--- config.mk ---
export PLATFORM = sky130hd
export DESIGN_NAME = vvi_pipe_ctrl
export DESIGN_NICKNAME = d
export VERILOG_FILES = /design/src/hw/rtl/vvi_pkg.sv /design/src/hw/rtl/vvi_pipe_ctrl.sv
export SDC_FILE = /design/constraint.sdc
export NUM_CORES = 1
export LEC_CHECK = 0
export BUFFER_PORTS_ARGS = -buffer_cell sky130_fd_sc_hd__buf_2
export CAP_MARGIN = 25
export CORE_AREA = 5 5 42 44
export DETAILED_ROUTE_END_ITERATION = 7
export DIE_AREA = 0 0 47 49
export GPL_TIMING_DRIVEN = 0
export PLACE_DENSITY = 0.5
export SETUP_SLACK_MARGIN = 0.05
export SLEW_MARGIN = 20
export SYNTH_ARGS = -nofsm -noshare
export SYNTH_HDL_FRONTEND = slang
export SYNTH_SLANG_ARGS = --single-unit
--- constraint.sdc ---
create_clock -name i_clk -period 0.95 [get_ports i_clk]
set_input_delay 0.095 -clock i_clk [delete_from_list [all_inputs] [get_ports i_clk]]
set_output_delay 0.095 -clock i_clk [all_outputs]
set_load 0.05 [all_outputs]
--- src/hw/rtl/vvi_pkg.sv ---
// ----------------------------------------------------------------------------
// vvi_pkg
// Shared types, register codes and helpers for the Verlet vertex integrator.
// ----------------------------------------------------------------------------
package vvi_pkg;

    localparam int NUM_STG   = 9;
    localparam int CFG_IDX_W = 3;
    localparam int CFG_DAT_W = 32;
    localparam int WIDE_W    = 56;

    localparam logic [CFG_IDX_W-1:0] CFG_BOUND_EN  = 3'd0;
    localparam logic [CFG_IDX_W-1:0] CFG_BOX_LEFT  = 3'd1;
    localparam logic [CFG_IDX_W-1:0] CFG_BOX_TOP   = 3'd2;
    localparam logic [CFG_IDX_W-1:0] CFG_BOX_WIDTH = 3'd3;
    localparam logic [CFG_IDX_W-1:0] CFG_BOX_HGT   = 3'd4;
    localparam logic [CFG_IDX_W-1:0] CFG_GRAVITY   = 3'd5;
    localparam logic [CFG_IDX_W-1:0] CFG_DAMPING   = 3'd6;
    localparam logic [CFG_IDX_W-1:0] CFG_DRAG      = 3'd7;

    localparam logic [30:0] RST_BOX_DIM = 31'd52428800;
    localparam logic [31:0] RST_GRAVITY = 32'd655;
    localparam logic [17:0] RST_DAMPING = 18'd65536;
    localparam logic [16:0] RST_DRAG    = 17'd6554;

    typedef struct packed {
        logic        bound_en;
        logic [31:0] box_left;
        logic [31:0] box_top;
        logic [30:0] box_width;
        logic [30:0] box_height;
        logic [31:0] gravity;
        logic [17:0] damping;
        logic [16:0] drag;
    } t_cfg;

    typedef struct packed {
        logic [NUM_STG-1:0] load;
    } t_pipe_ctrl;

    function automatic logic [WIDE_W-1:0] sx32(input logic [31:0] v);
        sx32 = {{(WIDE_W-32){v[31]}}, v};
    endfunction

    function automatic logic [31:0] sat32(input logic [WIDE_W-1:0] v);
        logic ovf;
        ovf = !((&v[WIDE_W-1:31]) || !(|v[WIDE_W-1:31]));
        if (ovf) begin
            sat32 = v[WIDE_W-1] ? 32'h8000_0000 : 32'h7FFF_FFFF;
        end else begin
            sat32 = v[31:0];
        end
    endfunction

endpackage

--- src/hw/rtl/vvi_pipe_ctrl.sv ---
// ----------------------------------------------------------------------------
// vvi_pipe_ctrl
// Valid tracking and per-stage load enables with bubble collapsing.
// ----------------------------------------------------------------------------
module vvi_pipe_ctrl
    import vvi_pkg::*;
(
    input  logic       i_clk,
    input  logic       i_rst_n,
    input  logic       i_valid,
    output logic       o_stall,
    output logic       o_valid,
    input  logic       i_stall,
    output t_pipe_ctrl o_ctrl
);

    logic [NUM_STG-1:0] r_vld;
    logic [NUM_STG-1:0] n_vld;
    logic [NUM_STG:0]   w_adv;
    logic [NUM_STG:0]   w_vin;

    assign w_adv[NUM_STG] = !i_stall;
    assign w_vin[0]       = i_valid;

    for (genvar k = 0; k < NUM_STG; k++) begin : g_stg
        assign w_adv[k]   = !r_vld[k] || w_adv[k+1];
        assign w_vin[k+1] = r_vld[k];
        assign n_vld[k]   = w_adv[k] ? w_vin[k] : r_vld[k];
    end

    always_ff @(posedge i_clk) begin
        if (!i_rst_n) begin
            r_vld <= '0;
        end else begin
            r_vld <= n_vld;
        end
    end

    assign o_stall     = !w_adv[0];
    assign o_valid     = r_vld[NUM_STG-1];
    assign o_ctrl.load = w_adv[NUM_STG-1:0];

    a_accept_lands: assert property (@(posedge i_clk) disable iff (!i_rst_n)
        i_valid && !o_stall |=> r_vld[0])
        else $error("accepted request did not enter first stage");

    a_stall_full: assert property (@(posedge i_clk) disable iff (!i_rst_n)
        o_stall |-> (&r_vld))
        else $error("input stalled while a stage is empty");

    a_out_hold: assert property (@(posedge i_clk) disable iff (!i_rst_n)
        r_vld[NUM_STG-1] && i_stall |=> r_vld[NUM_STG-1])
        else $error("stalled pipeline tail changed");

    for (genvar k = 0; k < NUM_STG-1; k++) begin : g_chk
        a_no_drop: assert property (@(posedge i_clk) disable iff (!i_rst_n)
            r_vld[k] && !w_adv[k+1] |=> r_vld[k])
            else $error("blocked stage lost its request");
    end

endmodule

# After elaboration in Yosys (flattened, before gate mapping)
# Index checks and enable logic that the tools add are counted.
# word_totals
reg_bits	9
in_bits	4
wordCells	29
# op_classes
reduce_logical	20
# ops
operator	count
logical NOT 1 bit	11
logical OR 1 bit	9

# Longest topological paths before layout
# logic_depth
ltp_word	11
mapped_depth	5
ltp_nobuf	5

# Worst setup path after synthesis
# No wires, ideal clock.
# synth_path
kind	reg2out
start	register r_vld[8]
end	output port o_ctrl[0] (netlist name)
arrival_time_ns	2.211
required_ns	0.855
path_slack_ns	-1.356
path_stages_with_launch	5
n_path_buf	0
cell_sequence	dfxtp_1 and3_4 inv_4 nor4_4 inv_1
# synth_lines
item	line_no	rtl
from (decl)	vvi_pipe_ctrl.sv:17	logic [NUM_STG-1:0] r_vld;
from (signal assigned)	vvi_pipe_ctrl.sv:35	r_vld <= n_vld;
to (decl)	vvi_pipe_ctrl.sv:14	output t_pipe_ctrl o_ctrl

==> summary.txt <==
Job
  • Max-cap viol count: 0

Critical path
  • CP Max Fanout: 4
  • CP peak stage delay: 330 ps
  • Crit path required time: 850 ps
  • Critical Path Slowest Stage Cell: dfxtp_2
  • Crit Path Class: reg2out
  • CP Buf/Inv Count: 3
  • Worst path cell trace: and3_4 -> inv_6 -> nor4_4 -> inv_2 -> buf_8
  • Arrival time at the worst endpoint: 1300 ps
  • Family with the most delay on the worst path: simple AND/OR/NAND/NOR gates
  • Startpoint types: register
  • Kind of end point of the critical path: output pin

Clock network
  • Root buffer cell: clkbuf_4
  • Cts hold-fix bufs: 0
  • Worst-Skew Late Latency: 260 ps
  • CTS sink cnt: 9
  • CTS max path bufs: 2
  • CTS tree: built
  • Clock-pin slew on the worst setup and hold paths: 60 ps
  • H-tree depth: 1
  • CTS Buf Count: 3

GRT
  • Vias in the first global route: 385
  • GRT Total Usage: 0.101
  • Largest net degree at the start of global routing: 11
  • Global route total overflow: 0
  • Initial antenna violation count: 0
  • First-pass GRT wire length: 1680 µm

Floorplanning
  • Core area: 1400 µm²
  • Die W: 47 µm
  • DIE AREA: 2300 µm²
  • Starting Density: 0.267
  • IO Pins: 15
  • Die height: 49 µm
  • Row count: 14

Layout
  • Max reg flops: 9
  • Biggest regs: r_vld (9)
  • Top reg by flops: r_vld
  • Area Overhead vs Synth: 105%
  • Final Net Count: 76
  • Layout cells sized above 1: 0.746
  • Finished Core Util: 0.546
  • Number of diodes: 0

Power and ir drop
  • Maximum vdd drop: 0.570 mV
  • Pwr Density: 924 nW/µm²
  • Static Leak: 0.000361 µW
  • Power, Total: 708 µW

Place
  • Placer Congestion: 0.601
  • Port-buffer cells: 14
  • Hpwl dp: 575 µm

Status
  • Status: complete, but fails checks
  • Failing checks: negative setup slack

Route
  • WL/cell: around 11 µm
  • Via count: 388
  • Top Metal Used: met4
  • Met3 Wirelength: 59 µm
  • DR DRC count: 0
  • DRT met1 WL: 390 µm
  • Drt first pass iters: 2
  • Drt first-iter violations: 2
  • Wire length on met2: just over 500 µm
  • Detail Route Antenna Nets: 0
  • DR vias/cell: 4.46
  • Detailed Route WL: 976 µm

Synth
  • Mean post-synth cell area: 8.70 µm²
  • Synth Cell Area: between 300 and 400 µm²
  • Syn nets: 47
  • Seq cells post-synth: 9
  • Distinct cells, synth: 17
  • Yosys warns: 0
  • Post-Syn Instances: 43
  • Post-synthesis sequential area ratio: 0.482

STA
  • Final-report setup violation count: 17
  • Hold Vio Cnt, Final: 0
  • Tcrit/Tclk final: 1.47
  • Unrepaired setup endpoints after global routing: yes
  • Slew @ Worst Pin: 408 ps
  • Fin Clk Skew: just under 6 ps
  • Final slew viol count: 0
  • FMAX: slightly above 700 MHz
  • Relative slew slack: 0.728
  • Min Tclk post-route: 1400 ps
  • Final Worst Setup Slack: -446 ps

Hold path
  • Worst min path class: in2reg
-- cell usage after synthesis, drive strengths merged --
cell,count,area (µm²)
a21boi,1,7.51
a21oi,1,5.00
and3,1,11.3
clkbuf,1,3.75
dfxtp,9,180
inv,5,21.3
nand2,11,41.3
nand3,3,15.0
nor2,1,6.26
nor2b,1,6.26
nor3,1,10.0
nor4,1,21.3
o21a,4,30.0
o21ai,3,15.0
-- per-stage QoR --
stage | hold WS (ps) | setup TNS (ps) | instances | instance area [µm²] | worst slack (ps)
6_report | 32.9 | -4650 | 87 | 766 | -446
2_1_floorplan | 205 | -6350 | 43 | 408 | -778
4_1_cts | 35.5 | -4750 | 84 | 714 | -536
3_3_place_gp | 293 | -4290 | 73 | 498 | -505
5_1_grt | 38.7 | -5580 | 87 | 766 | -524
3_5_place_dp | 295 | -4260 | 73 | 498 | -507
-- worst register-to-register path, stage by stage (launching register included) --
cell	delay (ps)
dfxtp_2	330
and3_4	210
inv_6	50
nor2_4	190
inv_2	90
buf_6	130
o21ai_2	100
-- cell families (layout without fill, tap and decap cells) --
kind of cell,count (synthesis),in the layout,synth area share
AND/OR/NAND/NOR,19,19,0.298
AO/OA/AOI/OAI,9,9,0.154
flip-flops,9,9,0.482
buffers and inverters,6,34,0.0669
-- area by class of cell --
type                       instances  area [µm²]
buffer                             1        3.75
clock buffer                       4        26.3
fill                             140         636
inverter                           5        23.8
multi-input combinational         28         253
sequential                         9         199
tap                               16        20.0
timing repair buffer              24         240
-- routing by layer --
metal	global-route usage	vias up
met3	0.0443	2
met5	0	-
met4	0.0553	0
li1	-	200
met2	0.152	8
met1	0.116	178
-- where the power goes --
part           total (µW)  switching (µW)  internal (µW)
sequential            380            5.41            375
clock                 295             134            162
combinational        32.2            17.7           14.5
total                 708             157            551
-- cells in the final DEF, fill, tap and decap left out, drive strengths merged --
cell type / instances
and3: 1
o21ai: 3
nand3: 3
o21a: 4
nor2b: 1
nor4: 1
a21oi: 1
buf: 24
clkbuf: 5
nand2: 11
inv: 5
dfxtp: 9
nor3: 1
a21boi: 1
nor2: 1
-- final timing paths --
path	from	end	slack (ps)	cells past startpoint
min	i_valid	r_vld[0]	30	2
max	r_vld[7]	o_ctrl[0]	-450	5
max reg2reg	r_vld[7]	r_vld[3]	-210	6
min reg2reg	r_vld[0]	r_vld[1]	450	2
-- timing repair --
| action | CTS | global route |
|---|---|---|
| gates resized for setup | 44 | 11 |
| setup endpoints to repair | 17 | 19 |
| pin swaps | 5 | 6 |
| hold endpoints to repair | 0 | 0 |
| setup buffers | 7 | 5 |
Power figures use the tool's default switching activity.
