===== config.mk =====
export PLATFORM = sky130hd
export DESIGN_NAME = vvi_cfg_regs
export DESIGN_NICKNAME = d
export VERILOG_FILES = /design/src/hw/rtl/vvi_pkg.sv /design/src/hw/rtl/vvi_cfg_regs.sv
export SDC_FILE = /design/constraint.sdc
export NUM_CORES = 1
export LEC_CHECK = 0
export ABC_AREA = 1
export BUFFER_PORTS_ARGS = -buffer_cell sky130_fd_sc_hd__buf_4
export CAP_MARGIN = 20
export CORE_UTILIZATION = 46
export DETAILED_ROUTE_END_ITERATION = 7
export HOLD_SLACK_MARGIN = 0.03
export PLACE_DENSITY = 0.76
export SETUP_SLACK_MARGIN = 0.5
export SLEW_MARGIN = 0
export SYNTH_ARGS = -nofsm -noshare
export SYNTH_HDL_FRONTEND = slang
export SYNTH_SLANG_ARGS = --single-unit

===== constraint.sdc =====
create_clock -name i_clk -period 1 [get_ports i_clk]
set_input_delay 0.2 -clock i_clk [delete_from_list [all_inputs] [get_ports i_clk]]
set_output_delay 0.2 -clock i_clk [all_outputs]
set_load 0.005 [all_outputs]

===== src/hw/rtl/vvi_pkg.sv =====
// ----------------------------------------------------------------------------
// vvi_pkg
// Shared types, register codes and helpers for the Verlet vertex integrator.
// ----------------------------------------------------------------------------
package vvi_pkg;

    localparam int NUM_STG   = 9;
    localparam int CFG_IDX_W = 3;
    localparam int CFG_DAT_W = 32;
    localparam int WIDE_W    = 56;

    localparam logic [CFG_IDX_W-1:0] CFG_BOUND_EN  = 3'd0;
    localparam logic [CFG_IDX_W-1:0] CFG_BOX_LEFT  = 3'd1;
    localparam logic [CFG_IDX_W-1:0] CFG_BOX_TOP   = 3'd2;
    localparam logic [CFG_IDX_W-1:0] CFG_BOX_WIDTH = 3'd3;
    localparam logic [CFG_IDX_W-1:0] CFG_BOX_HGT   = 3'd4;
    localparam logic [CFG_IDX_W-1:0] CFG_GRAVITY   = 3'd5;
    localparam logic [CFG_IDX_W-1:0] CFG_DAMPING   = 3'd6;
    localparam logic [CFG_IDX_W-1:0] CFG_DRAG      = 3'd7;

    localparam logic [30:0] RST_BOX_DIM = 31'd52428800;
    localparam logic [31:0] RST_GRAVITY = 32'd655;
    localparam logic [17:0] RST_DAMPING = 18'd65536;
    localparam logic [16:0] RST_DRAG    = 17'd6554;

    typedef struct packed {
        logic        bound_en;
        logic [31:0] box_left;
        logic [31:0] box_top;
        logic [30:0] box_width;
        logic [30:0] box_height;
        logic [31:0] gravity;
        logic [17:0] damping;
        logic [16:0] drag;
    } t_cfg;

    typedef struct packed {
        logic [NUM_STG-1:0] load;
    } t_pipe_ctrl;

    function automatic logic [WIDE_W-1:0] sx32(input logic [31:0] v);
        sx32 = {{(WIDE_W-32){v[31]}}, v};
    endfunction

    function automatic logic [31:0] sat32(input logic [WIDE_W-1:0] v);
        logic ovf;
        ovf = !((&v[WIDE_W-1:31]) || !(|v[WIDE_W-1:31]));
        if (ovf) begin
            sat32 = v[WIDE_W-1] ? 32'h8000_0000 : 32'h7FFF_FFFF;
        end else begin
            sat32 = v[31:0];
        end
    endfunction

endpackage


===== src/hw/rtl/vvi_cfg_regs.sv =====
// ----------------------------------------------------------------------------
// vvi_cfg_regs
// Configuration register file for the integrator.
// ----------------------------------------------------------------------------
module vvi_cfg_regs
    import vvi_pkg::*;
(
    input  logic                 i_clk,
    input  logic                 i_rst_n,
    input  logic                 i_cfg_valid,
    output logic                 o_cfg_ready,
    input  logic [CFG_IDX_W-1:0] i_cfg_index,
    input  logic [CFG_DAT_W-1:0] i_cfg_data,
    output t_cfg                 o_cfg
);

    t_cfg r_cfg;

    assign o_cfg_ready = 1'b1;
    assign o_cfg       = r_cfg;

    always_ff @(posedge i_clk) begin
        if (!i_rst_n) begin
            r_cfg.bound_en   <= 1'b0;
            r_cfg.box_left   <= '0;
            r_cfg.box_top    <= '0;
            r_cfg.box_width  <= RST_BOX_DIM;
            r_cfg.box_height <= RST_BOX_DIM;
            r_cfg.gravity    <= RST_GRAVITY;
            r_cfg.damping    <= RST_DAMPING;
            r_cfg.drag       <= RST_DRAG;
        end else if (i_cfg_valid && o_cfg_ready) begin
            case (i_cfg_index)
                CFG_BOUND_EN:  r_cfg.bound_en   <= i_cfg_data[0];
                CFG_BOX_LEFT:  r_cfg.box_left   <= i_cfg_data;
                CFG_BOX_TOP:   r_cfg.box_top    <= i_cfg_data;
                CFG_BOX_WIDTH: r_cfg.box_width  <= i_cfg_data[30:0];
                CFG_BOX_HGT:   r_cfg.box_height <= i_cfg_data[30:0];
                CFG_GRAVITY:   r_cfg.gravity    <= i_cfg_data;
                CFG_DAMPING:   r_cfg.damping    <= i_cfg_data[17:0];
                CFG_DRAG:      r_cfg.drag       <= i_cfg_data[16:0];
                default: ;
            endcase
        end
    end

endmodule


==> key figures, run 1 <==
Outcome
  • Outcome: stopped before the end
  • Failed at: global routing (5_1_grt)
  • Err: [ERROR GRT-0232] Routing congestion too high. Check the congestion heatmap in the GUI.

GRT
  • Largest net degree at the start of global routing: 38
  • Total GRT Usage: 0.9412
  • Total congestion overflow: 953

CTS
  • Clock Tree Buf Depth: 2
  • Clk root buf: clkbuf_16
  • Htree depth: 4
  • CTS Sinks: 194
  • Inserted Clock Buffers: 17

Timing
  • Worst_ep kind: top-level output
  • Post-GRT worst EP: o_cfg[131]

Yosys
  • Synth Instances: 1085
  • Sequential fraction of the synthesis area: 0.5115
  • FF+latch count, synth: 194
  • Most frequent cell after synthesis: nor2_1
  • Number of flops mapped to enable cells by yosys: 0
  • Distinct cells, synth: 16
  • Most used DFF post-synth: dfxtp_1
  • Post-Synthesis Mean Instance Area: 6.999 um^2
  • Ranking of synthesized cells by area: dfxtp_1 51%, nor2_1 17%, nand3_1 12%
  • Syn_nets: 1123
  • Post-synthesis cell area: 7594 um^2
  • Post-synth top area share: 0.5115
  • Dominant cell type by area after synthesis: dfxtp_1
  • Async SR Flop Fraction: 0
  • Count of warnings emitted by yosys: 0
  • Post-synth top cells: 349 x nor2_1, 230 x nand2_1, 194 x dfxtp_1

Place
  • I/O Buffers: 231
  • RD Place Congestion: 0.8103
  • DP Worst Slack: -0.1918 ns
  • Detailed placer's ending HPWL: 16.47 mm

Die
  • Die Wd: 130.5 um
  • I/O pin count: 233
  • # rows: 46
  • Starting density of the core: 0.4746
  • Chip Height: 130.5 um
logic make-up after synthesis:
kind of cell           count (synthesis)  synth area share
buffers and inverters                114           0.06887
other                                  1         0.0004938
DFF                                  194            0.5115
AOI/OAI and AO/OA                      2          0.001317
and+or+nand+nor                      774            0.4179
timing repair:
item,CTS
setup endpoints to repair,388
pin swaps,49
endpoints found under the hold margin,20
setup buffers,58
gates cloned,32
gates resized for setup,531
routing by layer:
metal	overflow	track usage
met5	0	0.2265
met4	243	1.120
met3	13	0.7040
met2	686	1.196
met1	11	0.8754
stage by stage:
step	std cells	area (um^2)	TNS (ns)	util	hold WS, ns
after CTS	1628	13840	-14.75	0.8651	-0.01739
after detailed placement	1506	10310	-27.46	0.6444	0.4293
after global placement	1506	10310	-23.81	0.6444	0.4214
after floorplan	1085	8169	0	-	0.3132
==> run 2, diff against run 1 <==
CORE_UTILIZATION = 40   (was 46)
HOLD_SLACK_MARGIN = unset   (was 0.03)
PLACE_DENSITY = unset   (was 0.76)
PLACE_DENSITY_LB_ADDON = 0.15   (was unset)
SETUP_SLACK_MARGIN = unset   (was 0.5)
clock period = 1.3 ns   (was 1 ns; I/O delays follow)
==> run 2 against run 1 <==
Compared with the run above: the run now ends clean; area after synthesis is the same; synthesized cell count unchanged.
==> key figures, run 2 <==
Critical path
  • WP data arrival: 0.93 ns
  • Worst-path cell chain: buf_4
  • CP Max Fanout: 2
  • WP data required: 1.04 ns
  • CP max-delay cell: dfxtp_1
  • Critical path type: reg2out
  • Worst setup SP type: flop
  • Crit path buffers/inverters: 1
  • Delay-heaviest family, CP: flip-flops
  • CP peak stage delay: 0.37 ns
  • CP Capture Type: primary output

Yosys
  • Most frequent cell after synthesis: nor2_1
  • Dominant cell type by area after synthesis: dfxtp_1
  • Synth Instances: 1085
  • Number of flops mapped to enable cells by yosys: 0
  • Post-synth top area share: 0.5115
  • Async SR Flop Fraction: 0
  • Count of warnings emitted by yosys: 0
  • Post-synth top cells: 349 x nor2_1, 230 x nand2_1, 194 x dfxtp_1
  • Post-Synthesis Mean Instance Area: 6.999 um^2
  • Syn_nets: 1123
  • Post-synthesis cell area: 7594 um^2
  • Sequential fraction of the synthesis area: 0.5115
  • Ranking of synthesized cells by area: dfxtp_1 51%, nor2_1 17%, nand3_1 12%
  • Distinct cells, synth: 16
  • Most used DFF post-synth: dfxtp_1
  • FF+latch count, synth: 194

Finish
  • Share of cells above drive strength 1: 0.2487
  • Final Instance Area: 10570 um^2
  • Most common cell after layout, fill and taps aside: nor2_1
  • Final cell count without fillers: 1557
  • ANT cells: 0
  • Most frequent cells in the layout: 347 x nor2_1, 258 x buf_4, 230 x nand2_1
  • Nets: 1349
  • Filler instances: 1825
  • Synth-to-layout area growth: 39.20%
  • Max reg flops: 194

Timing
  • Setup WS post-layout: 0.1051 ns
  • Period utilization: 0.9192
  • Setup violators final: 0
  • RSZ-0062 raised after global routing: false
  • Layout Skew: 0 ns
  • Crit path time final: 1.195 ns
  • Pins Over Slew Limit: 0
  • Final hold violation count: 0
  • Maximum clock frequency: 836.9 MHz

CTS
  • # hold bufs at CTS: 0
  • CTS tree: done
  • Post-CTS setup buffer count: 0
  • CTS resizes: 0
  • Clk root buf: clkbuf_16
  • Clock Tree Buf Depth: 2
  • Worst-skew pair later-pin latency: 0.43 ns
  • Inserted Clock Buffers: 17
  • CTS Sinks: 194
  • Clk slew on worst S/H paths: 0.07 ns
  • Htree depth: 4

GRT
  • Total GRT Usage: 0.2427
  • Total congestion overflow: 0
  • First-pass GRT wire length: 36.95 mm
  • Vias in the first global route: 6880
  • Largest net degree at the start of global routing: 42
  • Initial antenna violation count: 0

Die
  • Die Wd: 139.8 um
  • Die ar.: 19540 um^2
  • Starting density of the core: 0.4073
  • CORE AREA: 18640 um^2
  • Chip Height: 139.8 um
  • # rows: 50
  • I/O pin count: 233

Drt
  • Starting DRT DRC Count: 379
  • Remaining antenna violation count: 0
  • Vias: 7518
  • Number of vias per cell: 4.829
  • WL/cell: 15.21 um
  • DRC viols: 0
  • Final wirelength: 23.68 mm
  • DRT Pass-1 Iters: 4

Power and ir drop
  • Worst vdd ir: 0.0009263 V
  • Power per cell area: 1254 nW/um^2
  • Leak pwr: 4.986 nW

Place
  • Detailed placer's ending HPWL: 16.62 mm
  • I/O Buffers: 231
  • RD Place Congestion: 0.8122
  • Placed insts: 1526
  • Cell Area, Placed: 9968 um^2
  • DP Worst Slack: -0.007401 ns

Job
  • Max cap viols: 0

Outcome
  • Outcome: finished clean

Worst hold path
  • Min-delay worst type: in2reg
## run 2: per-stage QoR
step	setup TNS (ns)	hold slack [ns]	power, W	util
final	0	0.04818	0.01326	0.5670
after CTS	0	0.03436	0.01335	0.5670
after global placement	0	0.4450	0.007974	0.5347
after global routing	0	0.04105	0.01377	0.5670
after detailed placement	-0.01858	0.4490	0.007992	0.5347
after floorplan	0	0.3732	0.007161	-
## run 2: path summary, 6_finish.rpt
| kind | start | to | slack, ns | cells past startpoint |
|---|---|---|---|---|
| max reg2reg | o_cfg[109] | o_cfg[109] | 0.66 | 2 |
| min | i_cfg_data[8] | o_cfg[8] | 0.05 | 3 |
| min reg2reg | o_cfg[123] | o_cfg[123] | 0.46 | 2 |
| max | o_cfg[109] | o_cfg[109] | 0.11 | 1 |
## run 2: logic make-up (layout without fill, tap and decap cells)
logic type	after synthesis	in the layout	share of synthesized area
other cells	1	1	0.0004938
buf+inv	114	352	0.06887
flops	194	194	0.5115
compound gates	2	2	0.001317
simple gates	774	774	0.4179
## run 2: layer usage
metal	vias up	routed length, um	GRT usage
met3	32	1699	0.06297
met4	0	479	0.08791
li1	3811	-	-
met1	3440	10680	0.3170
met2	235	10820	0.3853
met5	-	0	0
## run 2: cell type report
class	instances	area (um^2)	area share
inverter	39	146.4	0.01385
timing repair buffer	282	2409	0.2279
sequential	194	3884	0.3674
tap	234	292.8	0.02770
clock buffer	22	484.2	0.04581
clock inverter	9	117.6	0.01113
multi-input combinational	777	3237	0.3062
## run 2: worst register-to-register path: stages (launching register included)
cell	delay, ns
dfxtp_1	0.34
nor2_1	0.14
nor2_1	0.06
## run 2: power breakdown
group          switching [W]  internal [W]  leakage [nW]
Sequential          0.000121       0.00615          1.58
Combinational       0.000869      0.000709          3.12
Clock                0.00235       0.00306         0.286
Power figures use the tool's default switching activity.
==> run 3, diff against run 2 <==
CTS_CLUSTER_DIAMETER = 40   (was unset)
MAX_ROUTING_LAYER = met4   (was unset)
==> run 3 against run 2 <==
Compared with the run above: register-to-register slack about the same; wire length up 0.33%; clock power about the same; die area unchanged; cell count unchanged; flip-flop and latch count unchanged; fmax up 0.33%; largest cell class unchanged.
==> key figures, run 3 (synthesized netlist as in run 2, its figures left out) <==
CTS
  • # hold bufs at CTS: 0
  • CTS Sinks: 194
  • Clock Tree Buf Depth: 2
  • CTS resizes: 0
  • Clk slew on worst S/H paths: 0.07 ns
  • Post-CTS setup buffer count: 0
  • CTS tree: done
  • Clk root buf: clkbuf_16
  • Inserted Clock Buffers: 17
  • Worst-skew pair later-pin latency: 0.43 ns
  • Htree depth: 4

Critical path
  • CP Max Fanout: 2
  • Worst-path cell chain: buf_4
  • Crit path buffers/inverters: 1
  • Critical R2R Launch: o_cfg[109]
  • CP Capture Type: primary output
  • Reg2Reg Depth: 2
  • CP peak stage delay: 0.38 ns
  • Instance count on the critical path: 1
  • Delay-heaviest family, CP: flip-flops
  • Internal reg-to-reg setup slack: 0.66 ns
  • WP data required: 1.04 ns
  • CP startpoint: o_cfg[88]
  • WP data arrival: 0.93 ns
  • CP max-delay cell: dfxtp_1
  • Worst Setup EP: o_cfg[88]
  • Worst R2R End: o_cfg[109]
  • Critical path type: reg2out
  • Worst setup SP type: flop

Die
  • Chip Height: 139.8 um
  • Starting density of the core: 0.4073
  • # rows: 50
  • CORE AREA: 18640 um^2
  • Die ar.: 19540 um^2
  • Die Wd: 139.8 um
  • I/O pin count: 233

Finish
  • Synth-to-layout area growth: 39.20%
  • FF/Latch Area: 3884 um^2
  • ANT cells: 0
  • Nets: 1349
  • Max reg flops: 194
  • Area occupied by multi-input gates: 3237 um^2
  • Share of cells above drive strength 1: 0.2487
  • Most common cell after layout, fill and taps aside: nor2_1
  • Most frequent cells in the layout: 347 x nor2_1, 258 x buf_4, 230 x nand2_1
  • Filler instances: 1825
  • Final Instance Area: 10570 um^2
  • Util after Layout: 0.5670

Drt
  • Remaining antenna violation count: 0
  • Number of vias per cell: 4.835
  • DRC viols: 0
  • DRT Pass-1 Iters: 5
  • Vias: 7528
  • Starting DRT DRC Count: 402
  • Final wirelength: 23.76 mm
  • WL/cell: 15.26 um

Place
  • Detailed placer's ending HPWL: 16.62 mm
  • Cell Area, Placed: 9968 um^2
  • RD Place Congestion: 0.8282
  • I/O Buffers: 231

GRT
  • Vias in the first global route: 6885
  • Total GRT Usage: 0.2506
  • Total congestion overflow: 0
  • First-pass GRT wire length: 36.97 mm
  • Largest net degree at the start of global routing: 42
  • Initial antenna violation count: 0

Timing
  • Maximum clock frequency: 839.7 MHz
  • Setup violators final: 0
  • Period utilization: 0.9161
  • Pins Over Slew Limit: 0
  • Crit path time final: 1.191 ns
  • Layout Skew: 0 ns
  • Final hold violation count: 0
  • RSZ-0062 raised after global routing: false

Worst hold path
  • Hold path cells: 3
  • Hold path start: i_cfg_data[8]
  • Min-delay worst type: in2reg

Power and ir drop
  • Power per cell area: 1255 nW/um^2
  • Total power: 0.01327 W
  • Leak pwr: 4.986 nW
  • Worst vdd ir: 0.0009277 V

Job
  • Max cap viols: 0

Outcome
  • Outcome: finished clean
run 3: worst min path at each step:
stage | to | slack (ns)
floorplan | o_cfg[88] | 0.37
global placement | o_cfg[123] | 0.45
detailed placement | o_cfg[38] | 0.45
CTS | o_cfg[8] | 0.03
global route | o_cfg[44] | 0.04
finish | o_cfg[8] | 0.05
run 3: metal layers:
| metal | GRT usage | vias to the layer above | wire length, um |
|---|---|---|---|
| met5 | - | - | 0 |
| met3 | 0.05678 | 34 | 1600 |
| li1 | - | 3808 | - |
| met4 | 0.08791 | 0 | 480 |
| met2 | 0.3847 | 220 | 10900 |
| met1 | 0.3228 | 3466 | 10780 |
run 3: stage by stage:
stage / hold WS [ns] / std cells / setup TNS (ns) / setup WS (ns)
after global routing: 0.03947 / 1557 / 0 / 0.07731
after detailed placement: 0.4490 / 1526 / -0.01858 / -0.007401
after CTS: 0.03436 / 1557 / 0 / 0.09526
after floorplan: 0.3732 / 1085 / 0 / 0.1808
final: 0.04540 / 1557 / 0 / 0.1091
after global placement: 0.4450 / 1526 / 0 / 0.02345
run 3: worst register-to-register path, cell delays in order, from the launching register on:
cell and delay [ns]:
dfxtp_1 0.34, nor2_1 0.14, nor2_1 0.06
run 3: power breakdown:
part           internal [W]  switching (W)  total, W
Clock               0.00306        0.00236   0.00542
Combinational      0.000709       0.000869   0.00158
Sequential          0.00615       0.000121   0.00627
Total               0.00992        0.00335    0.0133
run 3: layout make-up:
cell class | count | area share
Inverter | 39 | 0.01385
Timing Repair Buffer | 282 | 0.2279
Clock buffer | 22 | 0.04581
Clock inverter | 9 | 0.01113
Sequential cell | 194 | 0.3674
Multi-Input combinational cell | 777 | 0.3062
Tap cell | 234 | 0.02770
==> run 4, diff against run 3 <==
REMOVE_ABC_BUFFERS = 1   (was unset)
==> run 4 against run 3 <==
Compared with the run above: combinational power fell by 3%; sequential power barely moved; flip-flop and latch count is the same; first-iteration DRC count shrank 15%; design area fell by 1.5%; highest routed layer unchanged.
==> key figures, run 4 (synthesized netlist as in run 2, its figures left out) <==
GRT
  • Total congestion overflow: 0
  • GRT busiest layer: met2
  • Total GRT Usage: 0.2456
  • GR Layer Usage met1: 0.3096
  • First-pass GRT wire length: 36.60 mm
  • M2 GR Usage: 0.3937
  • Met3 Usage GRT: 0.04714
  • Vias in the first global route: 6869
  • Initial antenna violation count: 0
  • Largest net degree at the start of global routing: 47

Timing
  • Setup violators final: 0
  • Pins Over Slew Limit: 0
  • Final hold violation count: 0
  • RSZ-0062 raised after global routing: false
  • Relative slew slack: 0.3355
  • Period utilization: 0.9118
  • Layout Skew: 0 ns
  • Maximum clock frequency: 843.7 MHz
  • Worst-margin pin slew: 0.9944 ns
  • TNS Setup: 0 ns
  • Crit path time final: 1.185 ns

Die
  • Chip Height: 139.8 um
  • Die ar.: 19540 um^2
  • CORE AREA: 18640 um^2
  • Starting density of the core: 0.4073
  • Die Wd: 139.8 um
  • # rows: 50
  • I/O pin count: 233

Drt
  • Starting DRT DRC Count: 341
  • Number of vias per cell: 4.852
  • DRC viols: 0
  • Remaining antenna violation count: 0
  • Vias: 7506
  • DRT Pass-1 Iters: 5
  • Final wirelength: 23.18 mm
  • WL/cell: 14.98 um

Critical path
  • Critical path type: reg2out
  • WP data required: 1.04 ns
  • Crit path buffers/inverters: 1
  • CP Capture Type: primary output
  • Critical R2R Launch: o_cfg[106]
  • WP data arrival: 0.93 ns
  • Worst-path cell chain: buf_4
  • CP Max Fanout: 2
  • CP max-delay cell: dfxtp_1
  • CP peak stage delay: 0.37 ns
  • Delay-heaviest family, CP: flip-flops
  • Worst setup SP type: flop
  • CP startpoint: o_cfg[106]

Finish
  • Max reg flops: 194
  • ANT cells: 0
  • Most frequent cells in the layout: 347 x nor2_1, 251 x buf_4, 229 x nand2_1
  • Nets: 1338
  • Synth-to-layout area growth: 37.16%
  • Share of cells above drive strength 1: 0.2445
  • Most common cell after layout, fill and taps aside: nor2_1
  • Util after Layout: 0.5587

Power and ir drop
  • Total power: 0.01297 W
  • Leak pwr: 4.900 nW
  • Power per cell area: 1245 nW/um^2
  • Worst vdd ir: 0.0009344 V

CTS
  • CTS tree: done
  • Clock Tree Buf Depth: 2
  • Post-CTS setup buffer count: 0
  • CTS Sinks: 194
  • Htree depth: 4
  • Clk root buf: clkbuf_16
  • Worst-skew pair later-pin latency: 0.43 ns
  • Inserted Clock Buffers: 17
  • Clk slew on worst S/H paths: 0.07 ns
  • # hold bufs at CTS: 0

Job
  • Max cap viols: 0

Place
  • I/O Buffers: 231
  • Detailed placer's ending HPWL: 15.26 mm
  • RD Place Congestion: 0.8054

Outcome
  • Outcome: finished clean

Worst hold path
  • Hold path start: i_cfg_data[25]
  • Min-delay worst type: in2reg
==> run 4: routing by layer <==
layer	routed length [um]	up-vias
met1	10520	3445
met2	10880	244
met4	392	0
li1	-	3790
met5	0	-
met3	1385	27
==> run 4: what timing repair did <==
item,in CTS,in global routing
endpoints found under the hold margin,0,0
endpoints found under the setup margin,0,38
resized for setup,0,1
==> run 4: path summary, 6_finish.rpt <==
check                to  slack (ns)  depth (start not counted)
min reg2reg   o_cfg[42]        0.47                          2
min           o_cfg[92]        0.05                          3
max reg2reg  o_cfg[106]        0.68                          2
max          o_cfg[106]        0.11                          1
==> run 4: where the power goes <==
group / switching, W / internal [W]
clock network: 0.00247 / 0.00270
registers: 0.000119 / 0.00615
logic: 0.000850 / 0.000683
==> run 4: final cells by class <==
cell class,count,area (um^2)
clock buffer,17,425.4
clock inverter,15,151.4
fill,1797,8228
inverter,39,146.4
multi-input combinational,777,3239
sequential,194,3884
tap,234,292.8
timing repair buffer,271,2276
==> run 4: worst register-to-register path, stage by stage (launching register included) <==
cell and delay [ns]:
dfxtp_1 0.37, nor2_1 0.06, nor2_1 0.13
==> run 4: per-stage QoR <==
step	instance area (um^2)	instances	hold slack, ns	worst slack, ns
CTS	10410	1547	0.02759	0.02000
detailed placement	9836	1515	0.4476	-0.4328
global route	10420	1547	0.03049	0.003779
finish	10420	1547	0.04786	0.1147
floorplan	7217	1010	0.3446	-1.253
global placement	9836	1515	0.4433	-0.4051
